[src/rtl/core/spa_pkg.sv]
// Shared types, codes and constants of the sparse polynomial adder.
package spa_pkg;

  // Store depth limit and payload widths
  localparam int MAX_TERMS = 32;
  localparam int COEF_W    = 16;
  localparam int EXP_W     = 16;
  localparam int KIND_W    = 2;
  localparam int SUM_W     = COEF_W + 1;

  // Input word kinds; the fourth code is ignored
  typedef enum logic [KIND_W-1:0] {
    KIND_FIRST  = 2'd0,
    KIND_SECOND = 2'd1,
    KIND_RUN    = 2'd2
  } spa_kind_t;

  // One stored term
  typedef struct packed {
    logic signed [COEF_W-1:0] coef;
    logic        [EXP_W-1:0]  expo;
  } spa_term_t;

  // Controller states
  typedef enum logic [1:0] {
    ST_IDLE,
    ST_READ,
    ST_MERGE
  } spa_state_t;

  // Controller to datapath commands
  typedef struct packed {
    logic take;   // input word accepted this cycle
    logic start;  // run accepted: rewind read pointers
    logic read;   // read both store heads
    logic emit;   // load output register, advance pointers
  } spa_cmd_t;

  // Datapath to controller status
  typedef struct packed {
    logic out_free;  // output register can take a word this cycle
    logic last;      // the word being merged ends the run
  } spa_sts_t;

endpackage

[src/rtl/core/spa_ctrl.sv]
// Sequencing state machine: load phase, then read/merge steps of a run.
module spa_ctrl import spa_pkg::*; (
  input  logic                  clk,
  input  logic                  rst,
  input  logic                  in_valid,
  input  logic [KIND_W-1:0]     in_kind,
  output logic                  in_ready,
  input  spa_sts_t              sts,
  output spa_cmd_t              cmd
);

  spa_state_t state, state_next;
  logic       run_req;

  assign run_req = in_valid && (in_kind == KIND_RUN);

  // State register
  always_ff @(posedge clk) begin
    if (rst) begin
      state <= ST_IDLE;
    end else begin
      state <= state_next;
    end
  end

  // Next state
  always_comb begin
    state_next = state;
    case (state)
      ST_IDLE: begin
        if (run_req) state_next = ST_READ;
      end
      ST_READ: begin
        state_next = ST_MERGE;
      end
      ST_MERGE: begin
        if (sts.out_free) state_next = sts.last ? ST_IDLE : ST_READ;
      end
      default: begin
        state_next = ST_IDLE;
      end
    endcase
  end

  // Outputs
  always_comb begin
    in_ready  = 1'b0;
    cmd       = '0;
    case (state)
      ST_IDLE: begin
        in_ready  = 1'b1;
        cmd.take  = in_valid;
        cmd.start = run_req;
      end
      ST_READ: begin
        cmd.read = 1'b1;
      end
      ST_MERGE: begin
        cmd.emit = sts.out_free;
      end
      default: begin
        in_ready = 1'b0;
      end
    endcase
  end

endmodule

[config.mk]
export PLATFORM = sky130hd
export DESIGN_NAME = spa_ctrl
export DESIGN_NICKNAME = d
export VERILOG_FILES = /design/src/rtl/core/spa_pkg.sv /design/src/rtl/core/spa_ctrl.sv
export SDC_FILE = /design/constraint.sdc
export NUM_CORES = 1
export LEC_CHECK = 0
export BUFFER_PORTS_ARGS = -buffer_cell sky130_fd_sc_hd__buf_2
export CAP_MARGIN = 10
export CORE_AREA = 8 8 45 47
export CTS_CLUSTER_DIAMETER = 50
export DETAILED_ROUTE_END_ITERATION = 10
export DIE_AREA = 0 0 53 55
export PLACE_DENSITY = 0.3
export SYNTH_ARGS = -nofsm -noshare
export SYNTH_HDL_FRONTEND = slang
export SYNTH_SLANG_ARGS = --single-unit
export TNS_END_PERCENT = 20
[constraint.sdc]
create_clock -name clk -period 2.38 [get_ports clk]
set_input_delay 0.238 -clock clk [delete_from_list [all_inputs] [get_ports clk]]
set_output_delay 0.238 -clock clk [all_outputs]
set_load 0.01 [all_outputs]
==> reports/metrics.cfg <==
[clock_tree]
clock_path_buffers=2
cts_root_buf=clkbuf_4
cts_made_buffers=3
cts_tree=done
cts_setup_buffers=0
htreeDepth=1
cts_sinks=2
clk_latency_ps=220
post_cts_resized=0
hold_buffers=0
cts.clk_slew.worst_paths_ps=30

[synth]
avgSynthCellArea_um2=10.4
syn_nets=20
netlist_top_cells_area=dfxtp_1 30%, a211oi_2 9.3%, nand4bb_1 8.3%
yosysTopAreaCellShare_pct=29.6
yosysTopAreaCell=dfxtp_1
yosys_warnings=0
ys_types=12
synthCells=13
ys_seq_area_share_pct=29.6
netlist_area_um2=135
synth-seq-cells=2

[layout]
final_layout_size_suffix_gt1_share_pct=65.4
fill_cells=163
multi_input_comb_area_um2=87.6
seq_area_um2=40.0
top_regs=state x2
area_growth_pct=66.7
top_register=state
largest_register_ff_count=2
antenna_cells=0
final_area_um2=225
final_nets=35
fin_util_pct=16.3

[worst_setup_path]
critPathMaxFanout=6
required_ps=2140
critPathTopFamily=simple AND/OR/NAND/NOR gates
path_depth=3
critPathArrivalTime_ps=1060
cp_slowest_cell=dfxtp_1
start_kind=flop
worst-r2r-cell-count=2
max_stage_delay_ps=340
path_buf_inv=1
crit_chain=nor2_1 > and4b_1 > buf_2
endpoint_kind=output pin
critical_path_class=flop to output pin

[sta]
setup_violations=0
min_period_ps=1300
worst_pin_slew_ps=187
min_period_over_period_pct=54.6
max-slew-margin-rel_pct=87.5
slew_violations=0
skew_ps=0.511
fmax_mhz=769
rsz0062_at_grt=false
hold_violations=0
tns_ps=0

[power]
ir_drop_mv=0.101
combPwrFrac_pct=13.8
power_leakage_nw=0.114
switchingPower_uw=27.2
power_density_nw_per_um2=566
intPower_uw=100
p_seq_share_pct=28.3
switching_share_pct=21.4
pwr-share-clk_pct=57.9

[grt]
grt_util_met1_pct=3.78
antenna_found_initial=0
grt_pass1_wl_um=717
use_met2_pct=3.32
grt.busiest_layer=met4
globalRouteMet3Util_pct=2.41
overflow=0
grt_max_degree=7
track_usage_pct=3.60
grt_pass1_vias=184

[floorplan]
fp.dieH_um=55
floorplan.initialDensity_pct=9.76
fp.dieW_um=53
num_rows=14
die-area_um2=2920
io_pins=12
core_area_um2=1380

[hold_path]
whs_path_depth=2
hold_path_class=primary input to flop

[route]
detail_route.wl_per_cell_um=10.4
first_pass_iters=1
drt_iter0_drc=0
vias=149
drtAntennaViolNets=0
drc=0
routed_wl_um=435
avgViaCountPerCell=3.55

[status]
status=completed

[place]
portBuffers=11
dp_hpwl_um=364
place_congestion=0.623
placed_cell_area_um2=203

[job]
drv_cap=0

## synthesized netlist by cell type
cell and n:
and2_1 1, and3b_2 1, and4b_1 1, buf_4 1, nor2b_2 1, nor2_1 1, dfxtp_1 2, a211oi_2 1
o21ba_1 1, nand4bb_1 1, nand3b_1 1, nor3b_1 1
## worst paths after layout
path                 start        to  slack [ps]
hold reg to reg   state[0]  state[0]         490
setup / recovery  state[1]    cmd[2]        1080
hold / removal         rst  state[0]         200
setup reg to reg  state[1]  state[0]        1560
## per-stage QoR
stage               hold slack [ps]  worst slack (ps)  total power, mW  instances
floorplan                       303              1320           0.0446         13
global placement                417              1310           0.0539         39
detailed placement              423              1310           0.0543         39
CTS                             185              1050            0.134         42
global route                    198              1000            0.138         42
finish                          197              1080            0.127         42
## cells in the final DEF (no fill, tap or decap)
cell type  instances
buf_2             11
nor2b_2            1
and4b_1            1
and3b_2            1
clkbuf_4           3
a211oi_2           1
nor3b_1            1
and2_1             1
nor2_1             1
dfxtp_1            2
nand4bb_1          1
o21ba_1            1
nand3b_1           1
## logic make-up (layout without fill, tap and decap cells)
| kind of cell | after synthesis | after routing | synth area share (%) |
|---|---|---|---|
| compound gates | 2 | 2 | 16.7 |
| flops | 2 | 2 | 29.6 |
| simple gates | 8 | 8 | 48.2 |
| buf+inv | 1 | 14 | 5.56 |
## layer usage
| layer | wire length [um] | up-vias |
|---|---|---|
| met5 | 0 | - |
| met4 | 0 | 0 |
| met3 | 94 | 0 |
| met2 | 151 | 11 |
| met1 | 188 | 62 |
| li1 | - | 76 |
## power groups by stage
stage	clock network (mW)	logic (mW)	registers, mW
floorplan	0	0.00841	0.0362
global placement	0	0.0175	0.0364
detailed placement	0	0.0178	0.0365
CTS	0.0799	0.0180	0.0361
global route	0.0819	0.0196	0.0364
finish	0.0737	0.0176	0.0361
## area by class of cell
| type | count | area share, % |
|---|---|---|
| clock buffers | 3 | 10.0 |
| repair buffers | 11 | 24.4 |
| flip-flops and latches | 2 | 17.8 |
| multi-input cells | 10 | 38.9 |
| well taps | 16 | 8.89 |
(Power assumes the default switching activity.)
