`src/rtl/core/spa_pkg.sv`:
```
// Shared types, codes and constants of the sparse polynomial adder.
package spa_pkg;

  // Store depth limit and payload widths
  localparam int MAX_TERMS = 32;
  localparam int COEF_W    = 16;
  localparam int EXP_W     = 16;
  localparam int KIND_W    = 2;
  localparam int SUM_W     = COEF_W + 1;

  // Input word kinds; the fourth code is ignored
  typedef enum logic [KIND_W-1:0] {
    KIND_FIRST  = 2'd0,
    KIND_SECOND = 2'd1,
    KIND_RUN    = 2'd2
  } spa_kind_t;

  // One stored term
  typedef struct packed {
    logic signed [COEF_W-1:0] coef;
    logic        [EXP_W-1:0]  expo;
  } spa_term_t;

  // Controller states
  typedef enum logic [1:0] {
    ST_IDLE,
    ST_READ,
    ST_MERGE
  } spa_state_t;

  // Controller to datapath commands
  typedef struct packed {
    logic take;   // input word accepted this cycle
    logic start;  // run accepted: rewind read pointers
    logic read;   // read both store heads
    logic emit;   // load output register, advance pointers
  } spa_cmd_t;

  // Datapath to controller status
  typedef struct packed {
    logic out_free;  // output register can take a word this cycle
    logic last;      // the word being merged ends the run
  } spa_sts_t;

endpackage

```
`src/rtl/core/spa_dpath.sv`:
```
// Term stores, counts, merge compare/add and the output register.
module spa_dpath import spa_pkg::*; #(
  parameter int MaxTerms = MAX_TERMS
) (
  input  logic                     clk,
  input  logic                     rst,
  input  spa_cmd_t                 cmd,
  output spa_sts_t                 sts,
  input  logic [KIND_W-1:0]        in_kind,
  input  logic signed [COEF_W-1:0] in_coefficient,
  input  logic [EXP_W-1:0]         in_exponent,
  output logic                     out_valid,
  input  logic                     out_ready,
  output logic signed [SUM_W-1:0]  out_sum_coefficient,
  output logic [EXP_W-1:0]         out_sum_exponent,
  output logic                     out_last_term,
  output logic                     out_empty_result,
  output logic                     out_overflow
);

  localparam int CNT_W = $clog2(MaxTerms + 1);
  localparam int IDX_W = (MaxTerms > 1) ? $clog2(MaxTerms) : 1;
  localparam logic [CNT_W-1:0] FULL = CNT_W'(MaxTerms);
  localparam logic [CNT_W-1:0] ONE  = CNT_W'(1);

  spa_term_t        first_mem  [MaxTerms];
  spa_term_t        second_mem [MaxTerms];
  logic [CNT_W-1:0] first_count, second_count;
  logic [CNT_W-1:0] first_ptr, second_ptr;
  logic             dropped;
  spa_term_t        head_a, head_b;
  spa_term_t        in_term;

  logic             has_a, has_b, take_a, take_b;
  logic [CNT_W-1:0] first_ptr_next, second_ptr_next;
  logic signed [SUM_W-1:0] coef_a, coef_b, merged_coef;
  logic [EXP_W-1:0] merged_exp;

  assign in_term.coef = in_coefficient;
  assign in_term.expo = in_exponent;

  // Store writes at the fill counts
  always_ff @(posedge clk) begin
    if (cmd.take && in_kind == KIND_FIRST && first_count < FULL) begin
      first_mem[first_count[IDX_W-1:0]] <= in_term;
    end
    if (cmd.take && in_kind == KIND_SECOND && second_count < FULL) begin
      second_mem[second_count[IDX_W-1:0]] <= in_term;
    end
  end

  // Registered head reads
  always_ff @(posedge clk) begin
    if (cmd.read) begin
      head_a <= first_mem[first_ptr[IDX_W-1:0]];
      head_b <= second_mem[second_ptr[IDX_W-1:0]];
    end
  end

  // Merge decision on the two heads
  always_comb begin
    has_a  = first_ptr < first_count;
    has_b  = second_ptr < second_count;
    take_a = has_a && (!has_b || head_a.expo >= head_b.expo);
    take_b = has_b && (!has_a || head_b.expo >= head_a.expo);
    coef_a = {head_a.coef[COEF_W-1], head_a.coef};
    coef_b = {head_b.coef[COEF_W-1], head_b.coef};
    if (take_a && take_b) begin
      merged_coef = coef_a + coef_b;
      merged_exp  = head_a.expo;
    end else if (take_a) begin
      merged_coef = coef_a;
      merged_exp  = head_a.expo;
    end else if (take_b) begin
      merged_coef = coef_b;
      merged_exp  = head_b.expo;
    end else begin
      merged_coef = '0;
      merged_exp  = '0;
    end
    first_ptr_next  = take_a ? first_ptr + ONE : first_ptr;
    second_ptr_next = take_b ? second_ptr + ONE : second_ptr;
  end

  assign sts.last     = (first_ptr_next >= first_count) && (second_ptr_next >= second_count);
  assign sts.out_free = !out_valid || out_ready;

  // Counts, drop flag and read pointers
  always_ff @(posedge clk) begin
    if (rst) begin
      first_count  <= '0;
      second_count <= '0;
      dropped      <= 1'b0;
      first_ptr    <= '0;
      second_ptr   <= '0;
    end else begin
      if (cmd.take && in_kind == KIND_FIRST) begin
        if (first_count < FULL) first_count <= first_count + ONE;
        else                    dropped     <= 1'b1;
      end
      if (cmd.take && in_kind == KIND_SECOND) begin
        if (second_count < FULL) second_count <= second_count + ONE;
        else                     dropped      <= 1'b1;
      end
      if (cmd.start) begin
        first_ptr  <= '0;
        second_ptr <= '0;
      end
      if (cmd.emit) begin
        first_ptr  <= first_ptr_next;
        second_ptr <= second_ptr_next;
        if (sts.last) begin
          first_count  <= '0;
          second_count <= '0;
          dropped      <= 1'b0;
        end
      end
    end
  end

  // Output register valid
  always_ff @(posedge clk) begin
    if (rst) begin
      out_valid <= 1'b0;
    end else if (cmd.emit) begin
      out_valid <= 1'b1;
    end else if (out_ready) begin
      out_valid <= 1'b0;
    end
  end

  // Output register payload
  always_ff @(posedge clk) begin
    if (cmd.emit) begin
      out_sum_coefficient <= merged_coef;
      out_sum_exponent    <= merged_exp;
      out_last_term       <= sts.last;
      out_empty_result    <= !has_a && !has_b;
      out_overflow        <= sts.last && dropped;
    end
  end

endmodule

```
`config.mk`:
```
export PLATFORM = sky130hd
export DESIGN_NAME = spa_dpath
export DESIGN_NICKNAME = d
export VERILOG_FILES = /design/src/rtl/core/spa_pkg.sv /design/src/rtl/core/spa_dpath.sv
export SDC_FILE = /design/constraint.sdc
export NUM_CORES = 2
export LEC_CHECK = 0
export ABC_AREA = 1
export ABC_CLOCK_PERIOD_IN_PS = 4450
export BUFFER_PORTS_ARGS = -buffer_cell sky130_fd_sc_hd__clkbuf_2
export CAP_MARGIN = 20
export CORE_ASPECT_RATIO = 1.2
export CORE_MARGIN = 2
export CORE_UTILIZATION = 60
export CTS_BUF_LIST = sky130_fd_sc_hd__clkbuf_8
export CTS_CLUSTER_SIZE = 14
export DETAILED_ROUTE_END_ITERATION = 16
export PLACE_DENSITY = 0.76
export SLEW_MARGIN = 15
export SYNTH_ARGS = -nofsm -noshare
export SYNTH_HDL_FRONTEND = slang
export SYNTH_SLANG_ARGS = --single-unit
```
`constraint.sdc`:
```
create_clock -name clk -period 4.45 [get_ports clk]
set_clock_uncertainty 0.15 [all_clocks]
set_input_delay 0.2225 -clock clk [delete_from_list [all_inputs] [get_ports clk]]
set_output_delay 0.2225 -clock clk [all_outputs]
set_load 0.02 [all_outputs]
```
==> metrics.md <==
| Metric | Value |
|---|---|
| # DRC | `0` |
| GR Util All Layers | `0.320` |
| Number of filler cells placed in the layout | `9899` |
| Count of endpoints failing setup in the final report | `0` |
| Slack of the worst reg-to-reg path | `~0.35 ns` |
| Antenna violations before repair | `9` |
| Cts bufs inserted | `around 330` |
| Synth area leader | `edfxtp_1` |
| Outcome | `finished clean` |
| Hold path start | `in_kind[0]` |
| Fraction of registers with async set or reset after synthesis | `0` |
| Post-synthesis instance total | `6645` |
| Static leakage | `32.7 nW` |
| Row cnt | `about 150` |
| Data arrival time of the critical path | `roughly 3.9 ns` |
| Post-Syn Area per Cell | `roughly 13 um^2` |
| Number of distinct library cells after synthesis | `49` |
| Final period util | `0.969` |
| Final-stage net count | `around 7000` |
| Count of cells along the worst register-to-register path | `26` |
| Min Clock Period, post-route | `approximately 4.3 ns` |
| Dpl hpwl | `about 120000 um` |
| Slowest stage delay, CP | `around 0.44 ns` |
| Sum of overflow across all layers after global routing | `0` |
| Total power divided by cell area | `538 nW/um^2` |
| Area of the core region | `about 140000 um^2` |
| Maximum number of pins on one net before global-route repair | `roughly 240` |
| Library cell appearing most often on the critical path | `nand2_2` |
| Setup slack after placement | `roughly 0.29 ns` |
| Headroom to the max-slew limit | `0.229` |
| Fraction of final layout cells with drive strength greater than 1 | `0.121` |
| Starting Density | `0.602` |
| Final slew viol count | `0` |
| Detailed-router iteration count before antenna repair | `6` |
| Final estimated routing congestion in global placement | `between 0.8 and 0.9` |
| Synth top area share | `0.742` |
| Die width | `about 350 um` |
| Gate family responsible for the most delay along the worst path | `simple AND/OR/NAND/NOR gates` |
| Die ar. | `148000 um^2` |
| Final worst setup slack | `between 0.1 and 0.15 ns` |
| Number of vias after detailed routing | `roughly 60000` |
| Most used cells in the layout excluding fill and tap cells | `edfxtp_1, nor2_1, o21ai_0` |
| Vias in the first global route | `roughly 56000` |
| TritonCTS clock tree | `done` |
| Total power after layout | `52.1 mW` |
| FMAX | `between 200 and 250 MHz` |
| Iteration-0 DRC Markers | `a little over 9000` |
| Die boundary height | `approximately 420 um` |
| Root cell of the clock tree | `clkbuf_8` |
| Wire length of the first global-routing pass | `approximately 350000 um` |
| Most common library cell in the layout ignoring fill and taps | `edfxtp_1` |
| Layout-stage area growth over the synthesis result | `11.4%` |
| Worst-case hold path end point | `first_count[5]` |
| Number of max-cap violations | `0` |
| Footprint of the multi-input gates | `20200 um^2` |
| Final hold viol count | `0` |
| Overall routed net length | `239000 um` |
| Antenna-violating nets left | `0` |
| Max stage delay cell, worst path | `edfxtp_1` |
| CP Launch Type | `register` |
| Max clock buf depth | `4` |
| Share of the yosys chip area belonging to registers | `0.748` |
| # clock sinks | `between 2000 and 2500` |
| CTS H-Tree Depth | `5` |
| Storage cell area | `around 65000 um^2` |
| Hold crit path type | `input pin to register` |
| Accumulated negative setup slack | `0 ns` |
| Worst Hold Path Cells | `6` |
| Boundary Pins | `80` |
| Worst reg2reg endpoint | `first_count[4]` |
| Endpoint kind of the worst setup timing path | `output pin` |
| Most used DFF post-synth | `edfxtp_1` |
| Clock-pin slew on the worst setup and hold paths | `roughly 0.07 ns` |
| Post-synth EDFFs | `around 2100` |
| Vias per cell | `about 6.5` |
| Mean routed wirelength per cell | `approximately 27 um` |
| Total nets after synthesis | `between 6000 and 7000` |
| Transition time at the pin with the least slew margin | `1.16 ns` |
| Main area contributors after synthesis | `edfxtp_1, o21ai_0, nor2_1` |
| Critical Path RT | `4.08 ns` |
| Number of flip-flops and latches in the synthesized netlist | `roughly 2200` |
| Maximum ir drop on the vdd rail | `just over 900 uV` |
| Post-synth design cell area | `between 80000 and 90000 um^2` |
| CP cell instances | `ha_4 > a21o_1 > nor2_1 > nand2_2 > nand2_2 > nand2_4 > nand2_4 > buf_12 > nand3_2 > and2_4 > ha_4 > inv_1 > nor2_1 > o211ai_1 > o2111ai_2 > nand2_2 > buf_6 > inv_2 > clkbuf_8` |
| Critical setup path kind | `register to output pin` |
| Number of synthesis warnings | `0` |
| Insertion delay to the later sink of the worst-skew pair | `~1.1 ns` |
| Port Buf Inserts | `a little under 80` |
| Top fanout value on the critical path | `4` |
| Buffer and inverter count on the worst path | `5` |
| RR Startpoint | `head_b[7]` |
==> registers in the layout, summed over array words and instances (netlist names) <==
name / flops
first_ptr: 6
head_b: 16
second_ptr: 6
head_a: 16
coef_a: 16
out_sum_coefficient: 17
second_count: 6
first_mem: 1024
first_count: 6
second_mem: 1024
out_last_term: 1
out_valid: 1
coef_b: 16
out_empty_result: 1
out_overflow: 1
dropped: 1
out_sum_exponent: 16
==> stage by stage <==
stage	util	hold WS, ns	cells	instance area [um^2]
3_3_place_gp	0.623	0.269	8383	89900
4_1_cts	0.668	0.0273	9002	96400
3_5_place_dp	0.623	0.270	8384	89900
2_1_floorplan	-	0.142	6645	87000
5_1_grt	0.671	0.0982	9017	96900
6_report	0.671	0.0875	9017	96900
==> cells in the mapped netlist (all sizes together) (12+ instances only) <==
| library cell | instances |
|---|---|
| a31oi | 22 |
| nand2 | 632 |
| nand3 | 313 |
| dfxtp | 26 |
| o221ai | 255 |
| a21oi | 170 |
| buf | 170 |
| nor2 | 1025 |
| o22ai | 132 |
| o21ai | 1037 |
| xor2 | 17 |
| clkbuf | 276 |
| ha | 64 |
| inv | 189 |
| edfxtp | 2148 |
| o31ai | 24 |
| o211ai | 28 |
| a31o | 12 |
| o2111ai | 25 |
| nor3 | 33 |
==> worst max path at each step <==
stage                               start          endpoint  slack, ns  depth (start not counted)
after global placement    second_count[3]    first_count[4]       0.40                         19
final                           head_b[7]            sts[0]       0.14                         19
after global routing            head_a[5]            sts[0]      -0.08                         21
after detailed placement   first_count[4]    first_count[4]       0.29                         17
after floorplan                in_kind[0]  first_mem[11][0]       0.65                          5
after CTS                       head_b[9]            sts[0]      0.001                         20
==> kinds of logic after synthesis <==
family / Yosys count / synth area share
flip-flops: 2174 / 0.748
XOR/XNOR: 20 / 0.00201
adder cells (fa/ha/maj): 65 / 0.00944
AND/OR/NAND/NOR: 2023 / 0.0942
AO/OA/AOI/OAI: 1724 / 0.116
buffers and inverters: 639 / 0.0306
==> where the power goes <==
part	switching (mW)	internal (mW)
Combinational	9.29	4.16
Sequential	0.470	23.4
Clock	7.42	7.45
==> what timing repair did <==
item | 4_1_cts | 5_1_grt
hold buffers | 49 | 0
setup endpoints to repair | 1 | 14
hold endpoints to repair | 1848 | 0
cloned | 1 | 0
pin swaps | 21 | 33
buffers inserted | 14 | 13
resized for setup | 44 | 65
==> final cells by class <==
type / count / share of cell area
Antenna cell: 2 / 0.0000517
Clock buffer: 336 / 0.0477
Clock inverter: 218 / 0.0116
Inverter: 193 / 0.00792
Multi-Input combinational cell: 3833 / 0.208
Sequential cell: 2174 / 0.672
Tap cell: 1937 / 0.0250
Timing Repair Buffer: 324 / 0.0276
==> metal layers <==
metal,share of wire,global-route usage,vias up
met5,0.000046,0,-
met4,0.046,0.151,2
met3,0.13,0.0650,600
met2,0.46,0.478,4104
met1,0.37,0.455,28474
li1,-,-,25113
==> worst reg2reg max path, cell delays in order (launching register included) <==
cell and delay [ns]:
edfxtp_1 0.44, ha_4 0.25, a21o_1 0.18, nor2_1 0.17, nand2_2 0.09, nand2_2 0.10, buf_4 0.12, nand3_4 0.15
nand2_8 0.13, nand2_1 0.07, and2_1 0.17, ha_4 0.27, nand2_1 0.05, inv_1 0.07, o211ai_1 0.09, o2111ai_1 0.11
nand2_2 0.10, buf_4 0.14, buf_4 0.12, buf_4 0.12, buf_4 0.12, buf_4 0.12, buf_4 0.13, o21ai_4 0.31
inv_1 0.10, o21ai_0 0.09, inv_1 0.05
(Power assumes the default switching activity.)
